### src/rtl/rounded_rect_hit_test_top_assert.svh
// Assertion macros used by the hit-test top level.
`ifndef ROUNDED_RECT_HIT_TEST_TOP_ASSERT_SVH
`define ROUNDED_RECT_HIT_TEST_TOP_ASSERT_SVH

// Same-cycle implication, disabled in reset.
`define RRHT_ASSERT_NOW(lbl, ante, cons, msg) \
	lbl: assert property (@(posedge clk) disable iff (!arst_n) (ante) |-> (cons)) \
		else $error(msg);

// Next-cycle implication, disabled in reset.
`define RRHT_ASSERT_NEXT(lbl, ante, cons, msg) \
	lbl: assert property (@(posedge clk) disable iff (!arst_n) (ante) |=> (cons)) \
		else $error(msg);

`endif

### src/rtl/rrht_pkg.sv
// Shared constants and types of the rounded-rectangle hit test.
package rrht_pkg;

	localparam int COORD_BITS = 16;
	localparam int BOX_BITS   = 15;
	localparam int RAD_BITS   = 16;
	localparam int CFG_BITS   = 32;
	localparam int CFG_IDX_BITS = 3;
	localparam int CMP_BITS   = ((COORD_BITS > RAD_BITS) ? COORD_BITS : RAD_BITS) + 2;
	localparam int NUM_CORNERS = 4;
	localparam int NSTG       = 6;
	localparam int PROD_BITS  = 2 * RAD_BITS;
	localparam int SQ_BITS    = 2 * PROD_BITS;
	localparam int CUBE_BITS  = 3 * PROD_BITS;

	// register indexes
	localparam logic [CFG_IDX_BITS-1:0] REG_TOP_LEFT     = 3'd0;
	localparam logic [CFG_IDX_BITS-1:0] REG_TOP_RIGHT    = 3'd1;
	localparam logic [CFG_IDX_BITS-1:0] REG_BOTTOM_LEFT  = 3'd2;
	localparam logic [CFG_IDX_BITS-1:0] REG_BOTTOM_RIGHT = 3'd3;
	localparam logic [CFG_IDX_BITS-1:0] REG_CORNER_KIND  = 3'd4;

	// corner shapes
	localparam logic [1:0] KIND_ELLIPSE  = 2'd0;
	localparam logic [1:0] KIND_SQUIRCLE = 2'd1;
	localparam logic [1:0] KIND_CUT      = 2'd2;

	// per-stage load enables
	typedef struct packed {
		logic s1;
		logic s2;
		logic s3;
		logic s4;
		logic s5;
		logic s6;
	} rrht_en_t;

endpackage

### src/rtl/rrht_ctrl.sv
// Valid tracking and bubble-collapsing stall control of the pipeline.
module rrht_ctrl import rrht_pkg::*; (
	input  logic     clk,
	input  logic     arst_n,
	input  logic     in_valid,
	input  logic     out_ready,
	output logic     in_ready,
	output logic     out_valid,
	output rrht_en_t en
);

	logic [NSTG:1] v_q;
	logic [NSTG:1] ld;
	logic [NSTG:0] vin;

	// a stage loads when empty or when the next one moves
	always_comb begin
		ld[NSTG] = !v_q[NSTG] || out_ready;
		for (int k = NSTG - 1; k >= 1; k--) begin
			ld[k] = !v_q[k] || ld[k+1];
		end
		vin = {v_q, in_valid};
	end

	always_ff @(posedge clk or negedge arst_n) begin
		if (!arst_n) begin
			v_q <= '0;
		end else begin
			for (int k = 1; k <= NSTG; k++) begin
				if (ld[k]) begin
					v_q[k] <= vin[k-1];
				end
			end
		end
	end

	assign in_ready  = ld[1];
	assign out_valid = v_q[NSTG];
	assign en = '{s1: ld[1], s2: ld[2], s3: ld[3], s4: ld[4], s5: ld[5], s6: ld[6]};

endmodule

### config.mk
export PLATFORM = sky130hd
export DESIGN_NAME = rrht_ctrl
export DESIGN_NICKNAME = d
export VERILOG_FILES = /design/src/rtl/rounded_rect_hit_test_top_assert.svh /design/src/rtl/rrht_pkg.sv /design/src/rtl/rrht_ctrl.sv
export SDC_FILE = /design/constraint.sdc
export NUM_CORES = 1
export LEC_CHECK = 0
export BUFFER_PORTS_ARGS = -buffer_cell sky130_fd_sc_hd__buf_2
export CORE_AREA = 2 2 39 41
export CTS_BUF_LIST = sky130_fd_sc_hd__clkbuf_8 sky130_fd_sc_hd__clkbuf_16
export CTS_CLUSTER_DIAMETER = 60
export CTS_CLUSTER_SIZE = 25
export DETAILED_ROUTE_END_ITERATION = 7
export DIE_AREA = 0 0 41 43
export SLEW_MARGIN = 20
export SYNTH_ARGS = -nofsm -noshare
export SYNTH_HDL_FRONTEND = slang
export SYNTH_SLANG_ARGS = --single-unit
export TNS_END_PERCENT = 30
### constraint.sdc
create_clock -name clk -period 1.1 [get_ports clk]
set_input_delay 0.22 -clock clk [delete_from_list [all_inputs] [get_ports clk]]
set_output_delay 0.22 -clock clk [all_outputs]
set_load 0.1 [all_outputs]
==> results.tsv <==
stage	metric	value	unit
detailed_routing	first_pass_iters	2	
final_layout	synthToLayoutAreaGrowth	124	%
detailed_routing	detail-route-antenna-nets	0	
logic_synthesis	synth_largest_type_area_fraction	58.5	%
clocking	clock_transition_time_at_the_flip_flop_clock_pins_of_the_worst_setup_and_hold_paths	0.04	ns
critical_path	crit_path_max_fanout	5	
logic_synthesis	yosysWarningCount	0	
sta	timing.final.ws_setup	-0.428	ns
status	outcome	complete, but fails checks	
power_and_ir_drop	power-per-cell-area	2050	nW/µm²
logic_synthesis	synth_seq_area_share	58.5	%
run	maxCapViolations	0	
sta	relSlewSlack	83.2	%
floorplan	initial_utilization	18.5	%
min_path	worstHoldPathType	primary input to register	
placed_design	global_placement_routability_congestion	0.697	
grt	antenna_found_initial	0	
final_layout	fillCellCount	128	
logic_synthesis	count_of_state_elements_after_synthesis	6	
logic_synthesis	mappedNetlistArea	256	µm²
final_layout	drive_above_1_share	62.2	%
floorplan	rows	14	
sta	timing.clock.skew	0.00429	ns
detailed_routing	routed_wirelength	629	µm
clocking	insertion_delay	0.22	ns
logic_synthesis	postSynthAreaPerCell	12.2	µm²
sta	finalMaxSlewViolations	0	
sta	setup_violations	12	
final_layout	antennaDiodeCount	0	
grt	groute.usage.overall	10.3	%
sta	fmax	654	MHz
logic_synthesis	synthTopCellsByCount	sky130_fd_sc_hd__dfrtp_1 (6), sky130_fd_sc_hd__nand2b_1 (3)	
logic_synthesis	top_reg_cell_synth	sky130_fd_sc_hd__dfrtp_1	
logic_synthesis	synth_async_sr_flop_share	100	%
detailed_routing	vias_per_inst	4.00	
status	failing_checks	setup timing	
final_layout	largest_register	v_q	
clocking	cts.sinks	6	
sta	layout_worst_path_cycle_share	139	%
critical_path	worst_setup_path_end_kind	output pin	
clocking	tritoncts.num_buffers	3	
clocking	cts_tree	built	
critical_path	cp_data_required_time	0.88	ns
clocking	cts.root.buffer_cell	sky130_fd_sc_hd__clkbuf_8	
sta	worst-slew-pin-transition	0.251	ns
placed_design	detailedPlacementHpwl	488	µm
final_layout	design.final.nets	50	
placed_design	post_dp_cell_area	512	µm²
sta	grt_setup_unrepaired	yes	
grt	grt_overflow	0	
detailed_routing	post-route-drc-count	0	
sta	timing_hold_violations_final	0	
floorplan	floorplan.die.height	43	µm
detailed_routing	detail_route.wl_per_cell	10.3	µm
critical_path	wp_data_arrival	1.31	ns
logic_synthesis	synth-edff-count	0	
critical_path	crit_path_start_kind	register	
final_layout	largest_register_ffs	6	
grt	grt_start_max_net_pins	7	
clocking	htree_num_levels	1	
logic_synthesis	netlist.top_cell.by_area	sky130_fd_sc_hd__dfrtp_1	
logic_synthesis	synth_most_common_cell	sky130_fd_sc_hd__dfrtp_1	
detailed_routing	detailroute.via_count	244	
power_and_ir_drop	static-leakage-power	0.273	nW
sta	period_minus_slack	1.53	ns
critical_path	criticalPathCategory	register to output pin	
detailed_routing	drt_iter0_drcs	2	
logic_synthesis	syn-num-nets	25	
floorplan	core	1380	µm²
power_and_ir_drop	vdd.ir_drop.worst	0.909	mV
logic_synthesis	yosysUniqueCellTypes	14	
logic_synthesis	post_synth_main_area_contributors	sky130_fd_sc_hd__dfrtp_1 (59%), sky130_fd_sc_hd__nand2b_1 (7.3%), sky130_fd_sc_hd__buf_6 (4.4%)	
final_layout	layout.core_utilization	41.5	%
final_layout	biggestRegsByFlops	v_q x6	
clocking	cts.path.max_buffers	2	
floorplan	io_pins	12	
logic_synthesis	synthCells	21	
floorplan	floorplan.die.width	41	µm
final_layout	fin_area	574	µm²
floorplan	die_area	1760	µm²
grt	grt_pass1_vias	282	
placed_design	io_buffers	11	
sta	whs	0.195	ns
grt	grt_first_pass_wirelength	1150	µm
[per-layer routing]
metal	global-route usage [%]	up-vias	wire length (µm)
li1	-	120	-
met1	11.8	112	279
met2	13.4	12	289
met3	4.19	0	60
met4	10.0	0	0
met5	0	-	0
[worst max-delay path, cell delays in order (launching register included)]
cell	delay [ns]
sky130_fd_sc_hd__dfrtp_4	0.46
sky130_fd_sc_hd__and4b_1	0.19
sky130_fd_sc_hd__buf_4	0.16
sky130_fd_sc_hd__nand3_2	0.09
sky130_fd_sc_hd__buf_12	0.17
[repair_timing]
item / 4_1_cts / 5_1_grt
hold buffers: 1 / 0
cloned: 0 / 0
pin swaps: 2 / 0
endpoints found under the hold margin: 6 / 0
endpoints found under the setup margin: 12 / 13
gates resized for setup: 3 / 0
buffers inserted: 0 / 0
[power breakdown]
part           switching, mW  internal [mW]  total, mW
logic                  0.347          0.225      0.571
registers             0.0199          0.254      0.274
clock network         0.0909          0.239      0.330
total                  0.457          0.718       1.17
[cells in the final DEF, fill, tap and decap left out]
| master | count |
|---|---|
| sky130_fd_sc_hd__buf_4 | 10 |
| sky130_fd_sc_hd__buf_12 | 8 |
| sky130_fd_sc_hd__dfrtp_1 | 5 |
| sky130_fd_sc_hd__nand2b_1 | 3 |
| sky130_fd_sc_hd__clkbuf_8 | 3 |
| sky130_fd_sc_hd__buf_2 | 3 |
| sky130_fd_sc_hd__nand3b_1 | 1 |
| sky130_fd_sc_hd__and4b_1 | 1 |
| sky130_fd_sc_hd__inv_2 | 1 |
| sky130_fd_sc_hd__nand2_2 | 1 |
| sky130_fd_sc_hd__nand3_2 | 1 |
| sky130_fd_sc_hd__nand4_1 | 1 |
| sky130_fd_sc_hd__a41o_1 | 1 |
| sky130_fd_sc_hd__or2_1 | 1 |
| sky130_fd_sc_hd__a21o_1 | 1 |
| sky130_fd_sc_hd__a31o_1 | 1 |
| sky130_fd_sc_hd__inv_1 | 1 |
| sky130_fd_sc_hd__dlygate4sd3_1 | 1 |
| sky130_fd_sc_hd__dfrtp_4 | 1 |
[metrics by stage]
step / setup slack [ns] / cells / setup TNS, ns / power (mW)
after floorplan: -1.59 / 21 / -7.98 / 0.603
after global placement: -0.225 / 56 / -1.70 / 0.834
after detailed placement: -0.234 / 56 / -1.80 / 0.837
after CTS: -0.441 / 61 / -3.54 / 1.19
after global routing: -0.493 / 61 / -4.01 / 1.24
final: -0.428 / 61 / -3.40 / 1.17
[logic make-up after synthesis]
logic type	share of synthesized area [%]
AOI/OAI and AO/OA	10.2
buffers and inverters	8.78
DFF	58.5
and+or+nand+nor	22.4
[worst paths after layout]
check	slack [ns]	cells after the start	to	start
hold / removal	0.20	2	v_q[1]$_DFFE_PN0P_	in_valid
min in group asynchronous	0.36	2	v_q[2]$_DFFE_PN0P_	arst_n
hold reg to reg	0.46	1	v_q[5]$_DFFE_PN0P_	v_q[4]$_DFFE_PN0P_
max in group asynchronous	0.58	2	v_q[6]$_DFFE_PN0P_	arst_n
setup reg to reg	-0.19	4	v_q[1]$_DFFE_PN0P_	v_q[6]$_DFFE_PN0P_
setup / recovery	-0.43	4	en[4]	v_q[6]$_DFFE_PN0P_
[cell type report]
| cell class | instances | area (µm²) | area share (%) |
|---|---|---|---|
| Tap cell | 16 | 20.0 | 3.49 |
| Timing Repair Buffer | 22 | 260 | 45.3 |
| Sequential cell | 6 | 154 | 26.8 |
| Clock inverter | 1 | 3.75 | 0.654 |
| Inverter | 1 | 3.75 | 0.654 |
| Multi-Input combinational cell | 12 | 91.3 | 15.9 |
| Clock buffer | 3 | 41.3 | 7.19 |
(Power assumes the default switching activity.)
